## src/sasu_pkg.sv

```systemverilog
// Package for the stable ascending sorter: data width, sequencer states and
// the control bundle that the sequencer drives into the cell row.
// No dependencies.
`default_nettype none
package sasu_pkg;

   localparam int DATA_W = 32;

   typedef enum logic {
      ST_LOAD,
      ST_EMIT
   } state_type;

   typedef struct packed {
      logic insert;   // place the incoming value into the row
      logic drain;    // shift the row one place towards cell 0
   } cell_ctrl_type;

endpackage
`default_nettype wire

```

## src/sasu_cell.sv

```systemverilog
// One cell of the insertion row: holds one stored value and hands it to a
// neighbour when the row opens a gap or drains. Depends on sasu_pkg.
`default_nettype none
module sasu_cell #(
   parameter int INDEX   = 0,
   parameter int COUNT_W = 7
) (
   input  wire                              clock,
   input  sasu_pkg::cell_ctrl_type          ctrl,
   input  wire  [COUNT_W-1:0]               count,
   input  wire  signed [sasu_pkg::DATA_W-1:0] new_value,
   input  wire                              prev_gt,
   input  wire  signed [sasu_pkg::DATA_W-1:0] prev_data,
   input  wire  signed [sasu_pkg::DATA_W-1:0] next_data,
   output logic                             gt,
   output logic signed [sasu_pkg::DATA_W-1:0] data
);

   logic signed [sasu_pkg::DATA_W-1:0] data_ff;
   logic signed [sasu_pkg::DATA_W-1:0] data_in;
   logic                               occupied;

   // An empty cell counts as greater, so the new value lands at the end.
   assign occupied = (COUNT_W'(INDEX) < count);
   assign gt       = !occupied || (data_ff > new_value);
   assign data     = data_ff;

   always_comb begin
      data_in = data_ff;
      if (ctrl.insert) begin
         if (prev_gt) begin
            data_in = prev_data;
         end else if (gt) begin
            data_in = new_value;
         end
      end else if (ctrl.drain) begin
         data_in = next_data;
      end
   end

   always_ff @(posedge clock) begin
      data_ff <= data_in;
   end

endmodule
`default_nettype wire

```

## config.mk

```make
export PLATFORM = sky130hd
export DESIGN_NAME = sasu_cell
export DESIGN_NICKNAME = d
export VERILOG_FILES = /design/src/sasu_pkg.sv /design/src/sasu_cell.sv
export SDC_FILE = /design/constraint.sdc
export NUM_CORES = 1
export LEC_CHECK = 0
export ABC_AREA = 1
export BUFFER_PORTS_ARGS = -buffer_cell sky130_fd_sc_hd__buf_2
export CAP_MARGIN = 10
export CORE_AREA = 2 2 75 77
export CTS_CLUSTER_DIAMETER = 60
export DETAILED_ROUTE_END_ITERATION = 7
export DIE_AREA = 0 0 77 79
export GPL_TIMING_DRIVEN = 0
export PLACE_DENSITY = 0.87
export SYNTH_ARGS = -nofsm -noshare
export SYNTH_HDL_FRONTEND = slang
export SYNTH_SLANG_ARGS = --single-unit
export TNS_END_PERCENT = 30
```

## constraint.sdc

```tcl
create_clock -name clock -period 5.5 [get_ports clock]
set_input_delay 0.275 -clock clock [delete_from_list [all_inputs] [get_ports clock]]
set_output_delay 0.275 -clock clock [all_outputs]
set_load 0.1 [all_outputs]
```

# Word-level counts from Yosys, hierarchy flattened
# Cells that the tools add are included.
totals:
  mem_bits_ro: 0
  latch_bits: 0
  word_cells: 12
  input_bits: 107
  ram_bits: 0
  register_bits: 32
  n_memories: 0
op_classes:
  n_reduce_logical: 4
  n_div: 0
  eq_ne: 1
  n_mul: 0
  n_lt_le_gt_ge: 2
  mux: 4
  n_addsub: 0
  n_bitwise: 0
  n_shift: 0
ops:
  columns: ["op", "count"]
  rows:
  - ["2-to-1 mux 32 bit", 4]
  - ["greater-than comparator 32 bit", 1]
  - ["less-than comparator 1 x 7 -> 1 bit (first input constant)", 1]
  - ["inequality test 3 x 1 -> 1 bit (second input constant)", 1]
  - ["AND reduction 2 bit", 1]
  - ["nonzero test 2 bit", 1]
  - ["logical NOT 1 bit", 1]
  - ["logical OR 1 bit", 1]

# Depth between registers and ports, before layout
# Gate-level depths: netlist of run 1.
depth:
  depth_word: 6
  depth_mapped: 18
  depth_no_buf: 18

# Worst setup path after synthesis of run 1
# No wires, ideal clock.
synth_path:
  kind: "reg2reg"
  start: "reg data_ff, in the netlist data[31]"
  end: "reg data_ff, in the netlist data[0], enable pin"
  setup_time_ns: 0.387
  period_less_slack_ns: 3.088
  arrival_time_ns: 2.702
  stages_incl_launch_ff: 12
  setup_slack_ns: 2.412
  n_path_buf: 0
  cell_sequence: "edfxtp_1 -> ha_1 -> a21oi_1 -> o21a_1 -> nand2_1 -> a21oi_1 -> nand2_1 -> nand2_1 -> nand3_2 -> nand3_2 -> nand2_1 -> inv_1"
synth_via:
  elab_chain_cells: 4
synth_lines:
  columns: ["element", "line_no", "source"]
  rows:
  - ["start, declared", "sasu_cell.sv:19", "logic signed [sasu_pkg::DATA_W-1:0] data_ff;"]
  - ["start signal, assigned", "sasu_cell.sv:42", "data_ff <= data_in;"]
  - ["greater-than comparator 32 bit", "sasu_cell.sv:25", "assign gt = !occupied || (data_ff > new_value);"]
  - ["logical OR 1 bit", "sasu_cell.sv:25", null]
  - ["inequality test 3 x 1 -> 1 bit (no source line)", null, null]
  - ["AND reduction 2 bit (no source line)", null, null]
# No other way between the ends.
# A chain may end at the register's enable or synchronous reset.

# Final worst setup path of run 1
layout_path:
  start: "reg data_ff, in the netlist data[31]"
  end: "reg data_ff, in the netlist data[15], enable pin"
# Same word-level chain as after synthesis.

==> flow_metrics.env, run 1 <==
export IMPL_cp_cell_sequence="ha_1, a21oi_1, o21a_1, nand2_1, a21oi_1, nand2_1, nand2_1, nand3_2, nand3_2, nand2_1, inv_1, buf_16"
export IMPL_cap_violations=0
export IMPL_die_y_microns=79
export IMPL_overflow=0
export IMPL_tightest_slew_ps=675
export IMPL_area_sequential_sq_um=961
export IMPL_groute_usage_overall_pct=24.0
export IMPL_dieArea_sq_um=6080
export IMPL_crit_top_cell="nand2_1"
export IMPL_ys_seq_area_share_pct=38.3
export IMPL_syn_num_nets=468
export IMPL_clk_insertion_delay_late_ps=280
export IMPL_max_slew_margin_pct=55.0
export IMPL_regToRegSetupSlack_ps=2830
export IMPL_initial_utilization_pct=47.0
export IMPL_largest_reg_flops=32
export IMPL_syn_inst=329
export IMPL_holdBufCountCts=0
export IMPL_p_leak_uw=0.00180
export IMPL_synth_edf_count=32
export IMPL_required_ps=5480
export IMPL_dpl_cell_area_sq_um=3290
export IMPL_area_delta_synth_final_pct=35.6
export IMPL_synthArstFlopShare_pct=0
export IMPL_fin_area_sq_um=3400
export IMPL_cts_sinks=32
export IMPL_cp_slowest_cell="inv_1"
export IMPL_finalSetupViolations=0
export IMPL_worst_ep_arrival_time_ps=2650
export IMPL_ys_ff_latch=32
export IMPL_drv_slew=0
export IMPL_fp_dieW_microns=77
export IMPL_tns_ps=0
export IMPL_gp_congestion=0.796
export IMPL_nets=615
export IMPL_grt_first_pass_wirelength_mm=11.7
export IMPL_skew_ps=7.88
export IMPL_total_power_uw=956
export IMPL_cp_max_fo=19
export IMPL_crit_start="data[31]"
export IMPL_drcViolationCount=0
export IMPL_hp_start="next_data[13]"
export IMPL_hold_viol=0
export IMPL_clkTransAtPathRegs_ps=70
export IMPL_antenna_cells=0
export IMPL_max_stage_delay_ps=490
export IMPL_netlist_area_sq_um=2510
export IMPL_grt_max_degree=33
export IMPL_hold_path_class="primary input to flop"
export IMPL_clk_path_buf_depth=2
export IMPL_fin_crit_sh_pct=48.5
export IMPL_multiInputGateArea_sq_um=1340
export IMPL_first_iter_violations=127
export IMPL_antenna_found_initial=0
export IMPL_crit_reg2reg_launch="data[31]"
export IMPL_cts_made_buffers=5
export IMPL_max_freq_mhz=375
export IMPL_outcome="complete, no violations"
export IMPL_clockRootBuffer="clkbuf_8"
export IMPL_synth_ff_type="edfxtp_1"
export IMPL_htree_num_levels=2
export IMPL_yosysWarnings=0
export IMPL_routed_wl_mm=7.15
export IMPL_final_util_pct=63.7
export IMPL_rows=27
export IMPL_final_layout_size_suffix_gt1_share_pct=31.9
export IMPL_path_class="flop to flop"
export IMPL_drtPass1Iterations=4
export IMPL_grt_pass1_vias=2673
export IMPL_min_period_ps=2670
export IMPL_synth_distinct_cells=21
export IMPL_vias=2769
export IMPL_fillerInstances=512
export IMPL_portBuffers=139
export IMPL_routed_via_density=5.04
export IMPL_cts_tree="built"
export IMPL_antenna_left=0
export IMPL_coreArea_sq_um=5340
export IMPL_post_cts_buffers=0
export IMPL_crit_path_end_kind="flop"
export IMPL_vdd_drop_max_v=0.000136
export IMPL_synth_area_per_cell_sq_um=7.62
export IMPL_wl_per_cell_microns=13.0
export IMPL_p_per_area_nw_per_um2=281
export IMPL_cts_resized=0
export IMPL_start_kind="flop"
export IMPL_io_pins=140
export IMPL_place_detailed_hpwl_mm=5.70
export IMPL_rsz0062_at_grt="false"
==> cells in the final DEF (no fill, tap or decap), types with 5 or more instances in the layout <==
master / instances
buf_2: 139
nand2_1: 73
o21ai_0: 65
inv_1: 43
nor2_1: 41
ha_1: 32
edfxtp_1: 32
clkbuf_1: 14
a21oi_1: 14
clkbuf_8: 5
==> logic make-up (layout without fill, tap and decap cells) <==
| kind of cell | count (synthesis) | count (layout) | share of synthesized area, % |
|---|---|---|---|
| AO/OA/AOI/OAI | 83 | 83 | 16.9 |
| adder cells (fa/ha/maj) | 32 | 32 | 16.0 |
| buffers and inverters | 56 | 204 | 8.38 |
| flip-flops | 32 | 32 | 38.3 |
| AND/OR/NAND/NOR | 126 | 126 | 20.5 |
==> cells in the mapped netlist, drive strengths merged, types with 2 or more instances <==
| cell type | number | area [sq um] |
|---|---|---|
| nand3 | 4 | 30.0 |
| clkbuf | 12 | 45.0 |
| ha | 32 | 400 |
| a21oi | 14 | 70.1 |
| o21ai | 66 | 330 |
| inv | 43 | 161 |
| o21a | 2 | 15.0 |
| edfxtp | 32 | 961 |
| nand4 | 2 | 18.8 |
| nand2 | 74 | 280 |
| nor2 | 43 | 166 |
==> final cells by class <==
class                   instances  share of cell area [%]
plain buffers                  12                    1.32
inverters                      44                    4.86
multi-input cells             241                    39.3
clock buffers                   7                    2.24
flip-flops and latches         32                    28.3
well taps                      72                    2.65
clock inverters                 1                   0.110
repair buffers                140                    21.3
==> report_power, final <==
group	leakage [uW]	total (uW)	switching [uW]	internal, uW
sequential	0.000325	325	16.7	308
clock	0.0000399	173	84.8	88.1
combinational	0.00144	458	351	107
total	0.00180	956	453	503
==> metrics by stage <==
stage | setup WS (ps) | hold WS, ps | cells
final | 2830 | 279 | 549
after floorplan | 2410 | 466 | 329
after global placement | 2610 | 551 | 540
after detailed placement | 2520 | 560 | 540
after CTS | 2530 | 272 | 548
after global routing | 2610 | 278 | 549
==> path summary, 6_finish.rpt <==
path / endpoint / depth (start not counted)
worst min register to register: data[0] / 6
worst max register to register: data[15] / 12
worst min-delay path: data[13] / 3
worst max-delay path: data[15] / 12
==> per-layer routing <==
layer / vias to the layer above / GRT usage (%) / wire, microns
met5: - / 0 / 0
met2: 137 / 43.6 / 3540
met4: 0 / 8.21 / 153
met3: 18 / 5.68 / 533
met1: 1228 / 28.0 / 2930
li1: 1386 / - / -
==> worst max-delay path: cells and delay by family (launching register included) <==
| family | cells | cell delay (ps) |
|---|---|---|
| buffers and inverters | 2 | 730 |
| AO/OA/AOI/OAI | 3 | 530 |
| flip-flops | 1 | 390 |
| AND/OR/NAND/NOR | 6 | 380 |
| adder cells (fa/ha/maj) | 1 | 340 |
Power figures use the tool's default switching activity.
==> run 2: changes to the inputs <==
- ABC_AREA: 1 -> 0
- CORE_AREA: 2 2 75 77 -> 2 2 82 84
- DIE_AREA: 0 0 77 79 -> 0 0 84 86
- PLACE_DENSITY: 0.87 -> 0.78
- clock period: 5.5 -> 2.2 ns (I/O delays scaled with it)
==> run 2 against run 1 <==
The flow now finishes with violations (negative setup slack). Worst setup slack lost 3200 ps. Sequential share of layout area fell by 3.2 points. Critical path depth is 1 lower. Core utilization decreased by 2.7 points. Flip-flop and latch count unchanged. Count of clock-buffer cells in the layout is the same. Cell count decreased by 6.7%. Critical endpoint is now data[24].
==> flow_metrics.env, run 2 <==
export IMPL_coreArea_sq_um=6280
export IMPL_sw_frac_of_total_pct=46.2
export IMPL_synth_area_top_cells="edfxtp_1 (38%), ha_1 (16%), mux2i_1 (13%), a21oi_1 (9.1%), inv_1 (5.2%)"
export IMPL_final_cell_mix="buf_2 (140), a21oi_1 (45), inv_1 (35), nor2_1 (33)"
export IMPL_grt_first_pass_wirelength_mm=12.3
export IMPL_p_per_area_nw_per_um2=685
export IMPL_tightest_slew_ps=501
export IMPL_cp_cell_sequence="ha_4, nand4_1, buf_4, nor2_2, a211oi_2, buf_4, and3_4, o22ai_4, nor3_4, buf_6, clkbuf_16"
export IMPL_groute_usage_overall_pct=21.0
export IMPL_die_y_microns=86
export IMPL_cap_violations=0
export IMPL_gp_congestion=0.802
export IMPL_overflow=0
export IMPL_cts_made_buffers=5
export IMPL_fin_area_sq_um=3830
export IMPL_synth_ff_type="edfxtp_1"
export IMPL_routed_wl_mm=7.97
export IMPL_clk_path_buf_depth=2
export IMPL_hold_path_class="primary input to flop"
export IMPL_clkTransAtPathRegs_ps=70
export IMPL_p_clk_share_pct=17.0
export IMPL_outcome="finished with violations"
export IMPL_max_slew_margin_pct=66.9
export IMPL_synthArstFlopShare_pct=0
export IMPL_cts_sinks=32
export IMPL_drtPass1Iterations=6
export IMPL_yosysTopAreaCell="edfxtp_1"
export IMPL_fin_ws_ps=-331
export IMPL_yosysWarnings=0
export IMPL_dpl_cell_area_sq_um=3420
export IMPL_switchingPower_uw=1210
export IMPL_worst_ep_arrival_time_ps=2530
export IMPL_final_layout_size_suffix_gt1_share_pct=42.8
export IMPL_cp_num_buf_inv=4
export IMPL_io_pins=140
export IMPL_synth_area_per_cell_sq_um=9.30
export IMPL_cts_tree="built"
export IMPL_min_period_ps=2530
export IMPL_netlist_area_sq_um=2530
export IMPL_largest_reg_flops=32
export IMPL_fillerInstances=537
export IMPL_hold_viol=0
export IMPL_netlist_area_leader_share_pct=38.0
export IMPL_ys_ff_latch=32
export IMPL_syn_inst=272
export IMPL_area_sequential_sq_um=961
export IMPL_multiInputGateArea_sq_um=1590
export IMPL_initial_utilization_pct=40.3
export IMPL_finalSetupViolations=33
export IMPL_rows=29
export IMPL_synthTopCellsByCount="a21oi_1 (46), inv_1 (35), nor2_1 (34)"
export IMPL_synth_distinct_cells=26
export IMPL_layout_commonest_cell="buf_2"
export IMPL_drv_slew=0
export IMPL_antenna_left=0
export IMPL_fin_crit_sh_pct=115
export IMPL_fp_dieW_microns=84
export IMPL_synth_most_common_cell="a21oi_1"
export IMPL_vias=2653
export IMPL_htree_num_levels=2
export IMPL_crit_path_end_kind="flop"
export IMPL_total_power_uw=2620
export IMPL_tns_ps=-9680
export IMPL_nets=573
export IMPL_cp_slowest_cell="edfxtp_1"
export IMPL_cp_max_fo=5
export IMPL_failed_checks="negative setup slack"
export IMPL_max_stage_delay_ps=440
export IMPL_pwr_share_comb_pct=51.6
export IMPL_critPathTopFamily="buffers and inverters"
export IMPL_clk_insertion_delay_late_ps=290
export IMPL_antenna_cells=0
export IMPL_clockRootBuffer="clkbuf_8"
export IMPL_path_class="flop to flop"
export IMPL_vdd_drop_max_v=0.000520
export IMPL_first_iter_violations=74
export IMPL_max_freq_mhz=395
export IMPL_p_leak_uw=0.00190
export IMPL_crit_top_cell="buf_4"
export IMPL_portBuffers=138
export IMPL_area_delta_synth_final_pct=51.3
export IMPL_grt_pass1_vias=2687
export IMPL_dieArea_sq_um=7220
export IMPL_rsz0062_at_grt="true"
export IMPL_wl_per_cell_microns=15.6
export IMPL_antenna_found_initial=0
export IMPL_routed_via_density=5.18
export IMPL_required_ps=2200
export IMPL_synth_edf_count=32
export IMPL_ys_seq_area_share_pct=38.0
export IMPL_place_detailed_hpwl_mm=6.11
export IMPL_skew_ps=6.77
export IMPL_intPower_uw=1410
export IMPL_start_kind="flop"
export IMPL_drcViolationCount=0
export IMPL_power_frac_seq_pct=31.4
export IMPL_syn_num_nets=411
export IMPL_grt_max_degree=12
run 2: changes by cell type in the layout (fill, tap and decap cells not counted), moves of 7 or more:
cell     change
nand2_1     -63
o21ai_0     -60
mux2i_1     +32
a21oi_1     +31
buf_4        +9
ha_1         -9
ha_4         +9
inv_1        -8
nor2_1       -8
nand4_1      +7
run 2: worst min-delay path, cell delays in order:
cell	delay, ps
buf_2	70
nor2_1	30
a21oi_1	100
run 2: kinds of logic (layout without fill, tap and decap cells):
group,Yosys count,count (layout),synth area share (%)
multiplexers,32,32,12.7
AO/OA/AOI/OAI,60,60,12.7
buffers and inverters,46,209,6.97
adder cells (fa/ha/maj),32,32,15.8
flip-flops,32,32,38.0
AND/OR/NAND/NOR,70,70,13.9
run 2: repair_timing:
action	in CTS	in global routing
buffers inserted	9	3
resized for setup	21	6
pin swaps	9	11
hold buffers	0	0
cloned	1	2
endpoints found under the setup margin	33	33
run 2: layout make-up:
| type | instances | share of cell area, % |
|---|---|---|
| Clock buffer | 7 | 1.99 |
| Multi-Input combinational cell | 194 | 41.6 |
| Tap cell | 77 | 2.52 |
| Timing Repair Buffer | 155 | 24.1 |
| Sequential cell | 32 | 25.1 |
| Inverter | 35 | 3.43 |
| Buffer | 11 | 1.18 |
| Clock inverter | 1 | 0.0980 |
run 2: path summary, 6_finish.rpt:
path,from,endpoint,slack [ps],cells past startpoint
hold reg to reg,data[15],data[7],1330,6
setup reg to reg,data[26],data[24],-330,11
hold / removal,next_data[18],data[18],140,3
setup / recovery,data[26],data[24],-330,11
run 2: stage by stage:
step                      util [%]  hold slack [ps]  setup slack (ps)  instances
after floorplan                  -              336             -1120        272
after global placement        54.1              429             -1080        487
after detailed placement      54.5              435              -613        489
after CTS                     59.0              140              -222        507
after global routing          61.0              148              -420        512
final                         61.0              143              -331        512
run 2: per-layer routing:
layer,vias to the layer above,GRT usage [%],share of wire [%]
met2,100,40.0,53
met5,-,0,0
met1,1232,24.2,40
li1,1305,-,-
met3,16,3.66,4.9
met4,0,5.57,1.8
run 2: power by group through the flow:
stage	clock, uW	combinational (uW)	sequential [uW]
4_1_cts	455	1290	817
2_1_floorplan	0	377	1340
6_report	447	1350	822
5_1_grt	479	1430	829
3_5_place_dp	0	1190	829
3_3_place_gp	0	1150	826
