[src/sasu_pkg.sv]
// Package for the stable ascending sorter: data width, sequencer states and
// the control bundle that the sequencer drives into the cell row.
// No dependencies.
`default_nettype none
package sasu_pkg;

   localparam int DATA_W = 32;

   typedef enum logic {
      ST_LOAD,
      ST_EMIT
   } state_type;

   typedef struct packed {
      logic insert;   // place the incoming value into the row
      logic drain;    // shift the row one place towards cell 0
   } cell_ctrl_type;

endpackage
`default_nettype wire

[src/sasu_ctrl.sv]
// Sequencer of the sorter: fill count, overflow flag, load/emit state and
// the result strobe. Depends on sasu_pkg.
`default_nettype none
module sasu_ctrl #(
   parameter int CAPACITY = 64,
   parameter int COUNT_W  = 7
) (
   input  wire                      clock,
   input  wire                      reset,
   input  wire                      start,
   input  wire                      last_item,
   output logic                     busy,
   output sasu_pkg::cell_ctrl_type  ctrl,
   output logic [COUNT_W-1:0]       count,
   output logic                     strobe,
   output logic                     last_result,
   output logic                     dropped
);

   sasu_pkg::state_type state_ff, state_in;
   logic [COUNT_W-1:0]  count_ff, count_in;
   logic                overflow_ff, overflow_in;
   logic                accept;
   logic                full;

   assign full   = (count_ff == COUNT_W'(CAPACITY));
   assign accept = start && (state_ff == sasu_pkg::ST_LOAD);

   always_ff @(posedge clock) begin
      if (reset) begin
         state_ff    <= sasu_pkg::ST_LOAD;
         count_ff    <= '0;
         overflow_ff <= 1'b0;
      end else begin
         state_ff    <= state_in;
         count_ff    <= count_in;
         overflow_ff <= overflow_in;
      end
   end

   always_comb begin
      state_in    = state_ff;
      count_in    = count_ff;
      overflow_in = overflow_ff;
      ctrl        = '0;
      strobe      = 1'b0;
      last_result = 1'b0;
      case (state_ff)
         sasu_pkg::ST_LOAD: begin
            if (accept) begin
               if (full) begin
                  overflow_in = 1'b1;   // drop the beat
               end else begin
                  ctrl.insert = 1'b1;
                  count_in    = count_ff + COUNT_W'(1);
               end
               if (last_item) begin
                  state_in = sasu_pkg::ST_EMIT;
               end
            end
         end
         sasu_pkg::ST_EMIT: begin
            strobe      = 1'b1;
            ctrl.drain  = 1'b1;
            last_result = (count_ff == COUNT_W'(1));
            count_in    = count_ff - COUNT_W'(1);
            if (last_result) begin
               state_in    = sasu_pkg::ST_LOAD;
               overflow_in = 1'b0;
            end
         end
         default: begin
            state_in = sasu_pkg::ST_LOAD;
         end
      endcase
   end

   assign busy    = (state_ff == sasu_pkg::ST_EMIT);
   assign count   = count_ff;
   assign dropped = overflow_ff;

endmodule
`default_nettype wire

[config.mk]
export PLATFORM = sky130hd
export DESIGN_NAME = sasu_ctrl
export DESIGN_NICKNAME = d
export VERILOG_FILES = /design/src/sasu_pkg.sv /design/src/sasu_ctrl.sv
export SDC_FILE = /design/constraint.sdc
export NUM_CORES = 1
export LEC_CHECK = 0
export ABC_CLOCK_PERIOD_IN_PS = 1500
export BUFFER_PORTS_ARGS = -buffer_cell sky130_fd_sc_hd__buf_2
export CORE_MARGIN = 2
export CORE_UTILIZATION = 34
export CTS_CLUSTER_SIZE = 24
export DETAILED_ROUTE_END_ITERATION = 8
export PLACE_DENSITY_LB_ADDON = 0.15
export SLEW_MARGIN = 0
export SYNTH_ARGS = -nofsm -noshare
export SYNTH_HDL_FRONTEND = slang
export SYNTH_SLANG_ARGS = --single-unit
[constraint.sdc]
create_clock -name clock -period 1.5 [get_ports clock]
set_input_delay 0.3 -clock clock [delete_from_list [all_inputs] [get_ports clock]]
set_output_delay 0.3 -clock clock [all_outputs]
set_load 0.02 [all_outputs]
# Word-level counts from Yosys, hierarchy flattened
# Index checks and enable logic that the tools add are counted.
[totals]
ff_bits = 9
input_bits = 4
word_cells = 31
[classes]
add_sub_neg = 2
n_eq_ne = 6
mux = 16
bitwise_logic = 1
reduce_logical = 3
[ops]
columns = ["operator", "n"]
rows = [
  ["7-bit two-way mux", 2],
  ["7-bit case mux with 2 select lines", 1],
  ["1-bit two-way mux", 11],
  ["7-bit by 1-bit adder with 7-bit output (second input constant)", 1],
  ["7-bit by 1-bit == test with 1-bit output (second input constant)", 1],
  ["7-bit == test (second input constant)", 1],
  ["7-bit by 1-bit subtractor with 7-bit output (second input constant)", 1],
  ["2-bit inequality test (second input constant)", 3],
  ["1-bit case mux with 2 select lines", 2],
  ["3-bit AND reduction", 1],
  ["2-bit by 1-bit inequality test with 1-bit output (second input constant)", 1],
  ["2-bit AND reduction", 1],
  ["1-bit logical AND", 1],
  ["1-bit inverter", 1],
]

# Logic depth before layout (Yosys ltp)
# Gate-level depths: netlist (run 1).
[logic_depth]
word_depth = 4
ltp_mapped = 6
ltp_nobuf = 6

# Least setup slack after synthesis (run 1)
# OpenSTA, ideal clock, no wires.
[synth_timing]
path_kind = "flip-flop to flip-flop"
from = "register count_ff[0], in the netlist count[0]"
to = "register count_ff[3], in the netlist count[3]"
setup_ps = 75
arrival_time_ps = 1667
required_ps = 1425
setup_slack_ps = -241
path_stages_with_launch = 6
path_buffers = 0
period_less_slack_ps = 1741
cell_sequence = "dfxtp_1 -> inv_1 -> ha_1 -> and3_4 -> or4_1 -> a31oi_1"
[synth_via]
elab_chain_len = 4
elab_cells_between_ends = 8
classes_between = "add/sub: 2; eq/ne: 2; mux: 3; reduce/logical: 1"
[synth_rtl]
columns = ["item", "line_no", "source"]
rows = [
  ["start, declared", "sasu_ctrl.sv:21", "logic [COUNT_W-1:0] count_ff, count_in;"],
  ["start signal, assigned", "sasu_ctrl.sv:36", "count_ff <= count_in;"],
  ["7-bit by 1-bit adder with 7-bit output", "sasu_ctrl.sv:55", "count_in = count_ff + COUNT_W'(1);"],
  ["7-bit two-way mux", "sasu_ctrl.sv:51", "if (full) begin"],
  ["7-bit two-way mux", "sasu_ctrl.sv:50", "if (accept) begin"],
  ["7-bit case mux with 2 select lines", "sasu_ctrl.sv:48", "case (state_ff)"],
]
# Several ways; a longest one is shown, not always the timed one. The select of a mux whose other input is x is not followed.
# A chain may end at the register's enable or synchronous reset.

# Final worst setup path (run 1)
[layout_timing]
from = "register count_ff[4], in the netlist count[4]"
to = "output last_result"
[layout_via]
elab_chain_len = 2
[layout_rtl]
columns = ["item", "line_no", "source"]
rows = [
  ["7-bit by 1-bit == test with 1-bit output", "sasu_ctrl.sv:65", "last_result = (count_ff == COUNT_W'(1));"],
  ["1-bit two-way mux", "sasu_ctrl.sv:48", ""],
  ["end, declared", "sasu_ctrl.sv:16", "output logic last_result,"],
]
# Every way passes these cells.

==> impl_metrics.json, run 1 <==
{
  "synth_edf_count": 0,
  "hold_viol_final": 0,
  "avgSynthCellArea_sq_um": 8.88,
  "rows": 15,
  "max_slew_margin_pct": 79.8,
  "antenna_found_initial": 0,
  "cp-end-kind": "output pin",
  "fin_skew_ps": 10.9,
  "layout.cells.non_filler": 123,
  "min_delay_path_depth": 2,
  "final_util_pct": 54.3,
  "syn_area_sq_um": 631,
  "cp_top_family": "simple AND/OR/NAND/NOR gates",
  "die_y_um": 47.1,
  "fillCellCount": 177,
  "crit_path_max_incr_delay_ps": 350,
  "rsz0062_at_grt": "true",
  "die-width_um": 47.1,
  "cp.buffers_inverters": 1,
  "regArea_sq_um": 195,
  "insertion_delay_ps": 280,
  "synthTopCellsByArea": "dfxtp_1, ha_1, xnor2_1",
  "routabilityCongestion": 0.793,
  "fmax_mhz": 591,
  "multi_input_area_sq_um": 463,
  "ys_seq_area_share_pct": 28.6,
  "slowest_stage": "nor4_4",
  "area_delta_synth_final_pct": 48.6,
  "gr-total-overflow": 0,
  "maxCapViolCount": 0,
  "grt_usage_pct": 16.9,
  "grt_pass1_vias": 520,
  "synthArstFlopShare_pct": 0,
  "slew_violations": 0,
  "cts_buffers": 3,
  "hp-start": "reset",
  "port_buffers": 16,
  "ys_ff_latch": 9,
  "drt_iter0_drc": 18,
  "dr.pass1.iters": 4,
  "synthFlopType": "dfxtp_1",
  "startpoint_type": "flop",
  "drive_gt1_share_pct": 55.1,
  "grt_pass1_wl_um": 2520,
  "clk_path_buf_depth": 2,
  "setup_slack_ps": -191,
  "power.density_mw_per_mm2": 1050,
  "io_pins": 17,
  "clock-sinks": 9,
  "path_cells": "nor4_4, and4b_2, buf_6",
  "cts_tree": "done",
  "core_area_sq_mm": 0.00173,
  "crit_fanout": 4,
  "ctsHoldBuffers": 0,
  "hold_class": "in -> reg",
  "vias_per_cell": 4.98,
  "period_share_pct": 113,
  "ant_nets": 0,
  "dp_hpwl_um": 1150,
  "drc": 0,
  "htree_levels": 1,
  "routed_wl_um": 1590,
  "fin_area_sq_um": 937,
  "nets": 107,
  "reg2reg_depth": 6,
  "synthCells": 71,
  "grt_max_degree": 17,
  "yosysUniqueCellTypes": 35,
  "fin_crit_ps": 1690,
  "path_class": "reg -> out",
  "place_inst": 117,
  "status": "complete, but fails checks",
  "setup_viol": 2,
  "tightest_slew_ps": 300,
  "clockRootBuffer": "clkbuf_4",
  "initial_utilization_pct": 36.5,
  "reg2reg_from": "count[0]",
  "holdPathEnd": "count[2]",
  "wire_per_inst_um": 12.9,
  "postPlaceCellArea_sq_um": 815,
  "netlist.area_leader.share_pct": 28.6,
  "synth_nets": 79,
  "violations": "negative setup slack",
  "timing.rr.end": "count[5]",
  "irDropWorstVdd_v": 0.000472,
  "yosysMostFrequentCell": "dfxtp_1",
  "rrSetupSlack_ps": 10,
  "cp.arrival_ps": 1390,
  "n_antenna_cell": 0,
  "leakage_uw": 0.000387,
  "synth_top_cell_by_area": "dfxtp_1",
  "cp.required_ps": 1200,
  "die-area_sq_mm": 0.00222,
  "synth_commonest_cells": "dfxtp_1, nor2_1, ha_1, nand3_1, xnor2_1",
  "clk_pin_slew_ps": 70,
  "dr_total_vias": 613,
  "power_uw": 982,
  "yosysWarningCount": 0
}
## worst reg2reg max path, stage by stage (launching register included)
cell and delay [ps]:
dfxtp_4 360, inv_2 80, ha_4 150, and3b_1 240, a21oi_1 110, o21ai_1 110, mux2_2 340
## through the flow
stage	setup slack (ps)	hold slack, ps	TNS [ps]
3_3_place_gp	25.5	570	0
4_1_cts	-213	337	-419
2_1_floorplan	-31.3	489	-58.6
3_5_place_dp	17.3	561	0
6_report	-191	329	-369
5_1_grt	-251	340	-575
## worst max path at each step
stage	from	end	slack (ps)	cells past startpoint
after floorplan	count[2]	count[5]	-30	5
after global routing	count[4]	last_result	-250	3
after detailed placement	count[0]	count[5]	20	4
final	count[4]	last_result	-190	3
after global placement	count[0]	count[3]	30	5
after CTS	count[3]	last_result	-210	3
## logic make-up (layout without fill, tap and decap cells)
logic type	count (synthesis)	count (layout)	share of synthesized area, %
AOI/OAI and AO/OA	13	13	13.9
xor gates and xnor gates	4	4	5.55
adders and majority gates	4	4	7.94
buffers and inverters	9	36	8.13
DFF	9	9	28.6
muxes	2	2	3.37
and+or+nand+nor	30	30	32.5
## per-layer routing
layer	up-vias	part of all wire, %	global-route usage (%)
met1	284	48	22.7
li1	310	-	-
met5	-	0	0
met2	14	45	24.1
met3	5	5.1	8.08
met4	0	1.1	5.00
## area by class of cell
class                           count  area share (%)
Timing Repair Buffer               29            22.4
Tap cell                           25            3.34
Sequential cell                     9            20.8
Multi-Input combinational cell     53            49.4
Inverter                            3            1.20
Clock buffer                        4            2.80
## what timing repair did
action / CTS / global route
hold endpoints to repair: 0 / 0
gates resized for setup: 7 / 11
pin swaps: 3 / 9
gates cloned: 0 / 0
buffers inserted: 1 / 2
setup endpoints to repair: 2 / 10
## power by group
group / switching (uW) / internal [uW]
Sequential: 34.8 / 273
Combinational: 238 / 230
Clock: 103 / 103
Total: 376 / 607
## sequential cells by signal (all words and copies together) (netlist names)
register and count:
dropped 1, busy 1, count 7
## placed cells by master (no fill, tap or decap), types with 3 or more instances in the layout
master    instances
buf_6             4
buf_2            14
nor2_1            6
dfxtp_2           3
dfxtp_4           3
dfxtp_1           3
a21oi_1           3
nand2_1           3
buf_4            10
xnor2_1           4
nand3_1           3
clkbuf_4          3
Power figures use the tool's default switching activity.
==> run 2, diff against run 1 <==
- BUFFER_PORTS_ARGS: -buffer_cell sky130_fd_sc_hd__buf_2 -> -buffer_cell sky130_fd_sc_hd__clkbuf_2
==> impl_metrics.json, run 2 (synthesis results as in run 1) <==
{
  "status": "complete, but fails checks",
  "violations": "negative setup slack",
  "nets": 108,
  "final_common_cell": "clkbuf_2",
  "cts_buffers": 3,
  "place_inst": 118,
  "whs_ps": 334,
  "maxCapViolCount": 0,
  "cp-end-kind": "output pin",
  "die-width_um": 47.1,
  "use_met3_pct": 3.85,
  "fin_skew_ps": 4.99,
  "reg2reg_from": "count[1]",
  "drive_gt1_share_pct": 53.5,
  "grt_usage_pct": 16.1,
  "power_uw": 962,
  "dr.pass1.iters": 4,
  "drc": 0,
  "clk_path_buf_depth": 2,
  "path_cells": "nor4_4, and4b_2, buf_8",
  "grt_busiest_layer": "met2",
  "crit_fanout": 4,
  "rrSetupSlack_ps": -90,
  "hp-start": "last_item",
  "holdPathEnd": "busy",
  "met1_usage_pct": 22.5,
  "io_pins": 17,
  "clk_pin_slew_ps": 70,
  "cp.buffers_inverters": 1,
  "crit_path_max_incr_delay_ps": 340,
  "reg2reg_depth": 5,
  "setup_slack_ps": -160,
  "insertion_delay_ps": 260,
  "cp.required_ps": 1200,
  "die_y_um": 47.1,
  "slowest_stage": "dfxtp_2",
  "clock-sinks": 9,
  "grt_max_degree": 17,
  "path_class": "reg -> out",
  "leakage_uw": 0.000383,
  "largest_reg_flops": 7,
  "drt_iter0_drc": 10,
  "die-area_sq_mm": 0.00222,
  "min_delay_path_depth": 3,
  "slew_violations": 0,
  "antenna_found_initial": 0,
  "routabilityCongestion": 0.782,
  "n_antenna_cell": 0,
  "rows": 15,
  "initial_utilization_pct": 36.5,
  "cp.arrival_ps": 1360,
  "fmax_mhz": 602,
  "period_share_pct": 111,
  "irDropWorstVdd_v": 0.000443,
  "core_area_sq_mm": 0.00173,
  "ant_nets": 0,
  "cts_tree": "done",
  "routed_wl_um": 1630,
  "final_cell_mix": "clkbuf_2, buf_4, nor2_1, nand3_1, xnor2_1",
  "layout.cells.non_filler": 124,
  "hold_class": "in -> reg",
  "setup_viol": 3,
  "dp_hpwl_um": 1170,
  "wire_per_inst_um": 13.2,
  "timing.rr.end": "count[5]",
  "max_slew_margin_pct": 78.5,
  "hold_viol_final": 0,
  "startpoint_type": "flop",
  "power.density_mw_per_mm2": 1030,
  "fin_setup_tns_ps": -406,
  "vias_per_cell": 5.00,
  "fin_crit_ps": 1660,
  "use_met2_pct": 23.8,
  "cp_top_family": "simple AND/OR/NAND/NOR gates",
  "rsz0062_at_grt": "true",
  "area_delta_synth_final_pct": 47.8,
  "port_buffers": 16,
  "gr-total-overflow": 0,
  "grt_pass1_vias": 554,
  "clockRootBuffer": "clkbuf_4",
  "htree_levels": 1,
  "grt_pass1_wl_um": 2480,
  "ctsHoldBuffers": 0,
  "dr_total_vias": 620,
  "tightest_slew_ps": 321
}
-- run 2: cell types whose count changed in the layout (fill, tap and decap cells not counted), sizes merged --
| cell | delta |
|---|---|
| buf | -13 |
| clkbuf | +14 |
-- run 2: where the power goes --
part	internal, uW	switching, uW	leakage (uW)	total, uW
clock	103	92.8	0.0000150	196
combinational	227	236	0.000291	463
sequential	273	29.6	0.0000769	303
total	603	358	0.000383	962
-- run 2: worst min-delay path, cell delays in order --
cell      delay (ps)
clkbuf_2          80
a21oi_1          130
nor3_1            50
-- run 2: worst max-delay path by stage --
stage,cells after the start,endpoint,start
after floorplan,5,count[5],count[2]
after global placement,6,count[5],count[1]
after detailed placement,6,count[5],count[1]
after CTS,4,ctrl[1],count[4]
after global routing,3,last_result,count[4]
final,3,last_result,count[4]
-- run 2: what timing repair did --
| action | in CTS | in global routing |
|---|---|---|
| pin swaps | 2 | 7 |
| gates resized for setup | 5 | 12 |
| setup buffers | 0 | 2 |
| hold endpoints to repair | 0 | 0 |
| cloned | 0 | 0 |
| setup endpoints to repair | 4 | 9 |
-- run 2: cell type report --
class	instances	area, sq um
clock buffer	4	26.3
fill	183	795
inverter	3	11.3
multi-input combinational	53	447
sequential	9	195
tap	25	31.3
timing repair buffer	30	221
-- run 2: per-layer routing --
metal | up-vias | routed length (um)
met4 | 0 | 13
met5 | - | 0
li1 | 313 | -
met1 | 291 | 776
met2 | 14 | 767
met3 | 2 | 75
-- run 2: stage by stage --
stage,worst slack [ps],util [%],area [sq um]
floorplan,-31.3,-,651
global placement,-24.0,47.6,822
detailed placement,-32.0,47.6,822
CTS,-241,50.3,868
global route,-216,54.0,932
finish,-160,54.0,932
==> run 3, diff against run 2 <==
- CORE_ASPECT_RATIO: unset -> 1.25
==> impl_metrics.json, run 3 (synthesis results as in run 1) <==
{
  "die-width_um": 42.5,
  "layout.cells.non_filler": 125,
  "cp.arrival_ps": 1440,
  "fin_skew_ps": 2.14,
  "die_y_um": 52.2,
  "p_int_uw": 649,
  "grt_pass1_wl_um": 2880,
  "path_cells": "nor4_4, and4b_2, buf_8",
  "htree_levels": 1,
  "cts_buffers": 3,
  "clk_pin_slew_ps": 70,
  "die-area_sq_mm": 0.00222,
  "max_slew_margin_pct": 73.1,
  "drc": 0,
  "crit_fanout": 5,
  "slew_violations": 0,
  "setup_viol": 6,
  "grt_usage_pct": 18.0,
  "clk_path_buf_depth": 2,
  "dr_total_vias": 657,
  "io_pins": 17,
  "fin_setup_tns_ps": -632,
  "rsz0062_at_grt": "true",
  "drive_gt1_share_pct": 61.3,
  "initial_utilization_pct": 35.7,
  "final_cell_mix": "buf_4, clkbuf_2, nor2_1, buf_6",
  "post-place-ws_ps": -9.82,
  "power.density_mw_per_mm2": 1000,
  "cp_top_family": "simple AND/OR/NAND/NOR gates",
  "antenna_found_initial": 0,
  "p_sw_uw": 398,
  "cp.buffers_inverters": 1,
  "wire_per_inst_um": 14.6,
  "sw_frac_of_total_pct": 38.0,
  "grt_max_degree": 11,
  "ant_nets": 0,
  "vias_per_cell": 5.26,
  "power_frac_seq_pct": 29.7,
  "violations": "negative setup slack",
  "fmax_mhz": 575,
  "largest_reg_flops": 7,
  "routabilityCongestion": 0.817,
  "crit_path_max_incr_delay_ps": 400,
  "status": "complete, but fails checks",
  "hold_viol_final": 0,
  "hold_class": "in -> reg",
  "n_antenna_cell": 0,
  "leakage_uw": 0.000433,
  "clockRootBuffer": "clkbuf_4",
  "combPwrFrac_pct": 51.8,
  "startpoint_type": "flop",
  "period_share_pct": 116,
  "tightest_slew_ps": 398,
  "final_common_cell": "buf_4",
  "grt_pass1_vias": 664,
  "cp-end-kind": "output pin",
  "dr.pass1.iters": 2,
  "irDropWorstVdd_v": 0.000607,
  "rows": 17,
  "nets": 115,
  "clock-sinks": 9,
  "routed_wl_um": 1820,
  "drt_iter0_drc": 10,
  "clockPowerShare_pct": 18.6,
  "area_delta_synth_final_pct": 65.3,
  "maxCapViolCount": 0,
  "setup_slack_ps": -240,
  "slowest_stage": "nor4_4",
  "gr-total-overflow": 0,
  "final_util_pct": 59.0,
  "cts_tree": "done",
  "dp_hpwl_um": 1240,
  "insertion_delay_ps": 260,
  "path_class": "reg -> out",
  "fin_crit_ps": 1740,
  "place_inst": 115,
  "port_buffers": 16,
  "cp.required_ps": 1200,
  "core_area_sq_mm": 0.00177
}
## run 3: worst register-to-register path: cells and delay by family, from the launching register on
kind                   cells  cell delay [ps]
AND/OR/NAND/NOR            2              640
buffers and inverters      1              120
AO/OA/AOI/OAI              1               90
multiplexers               1              270
flip-flops                 1              350
## run 3: power groups by stage
| stage | registers (uW) | logic [uW] | clock network [uW] |
|---|---|---|---|
| after floorplan | 348 | 210 | 0 |
| after detailed placement | 316 | 386 | 0 |
| final | 311 | 542 | 195 |
| after global routing | 316 | 580 | 215 |
| after CTS | 307 | 480 | 204 |
| after global placement | 314 | 385 | 0 |
## run 3: area by class of cell
cell class                 instances  area, sq um
fill                             164          723
multi-input combinational         53          509
timing repair buffer              37          277
sequential                         9          195
clock buffer                       4         26.3
tap                               19         23.8
inverter                           3         11.3
## run 3: path summary, 6_finish.rpt
path,from,to,slack [ps],depth (start not counted)
max reg2reg,count[2],count[5],-90,5
min reg2reg,busy,count[1],520,1
max,count[4],last_result,-240,3
min,last_item,busy,310,3
## run 3: per-stage QoR
stage | power (uW) | hold WS [ps] | cell area, sq um
detailed placement | 701 | 538 | 825
global route | 1110 | 336 | 1040
CTS | 990 | 333 | 942
finish | 1050 | 305 | 1040
floorplan | 559 | 489 | 651
global placement | 699 | 532 | 825
## run 3: metal layers
metal  up-vias  global-route usage (%)  part of all wire (%)
met3         6                    3.13                   3.0
met5         -                       0                     0
met2        12                    32.3                    55
li1        326                       -                     -
met4         0                    13.0                   3.6
met1       313                    18.7                    38
## run 3: what timing repair did
action / CTS / global route
resized for setup: 14 / 15
gates cloned: 0 / 0
endpoints found under the setup margin: 4 / 8
hold buffers: 0 / 0
setup buffers: 3 / 4
pin swaps: 7 / 12
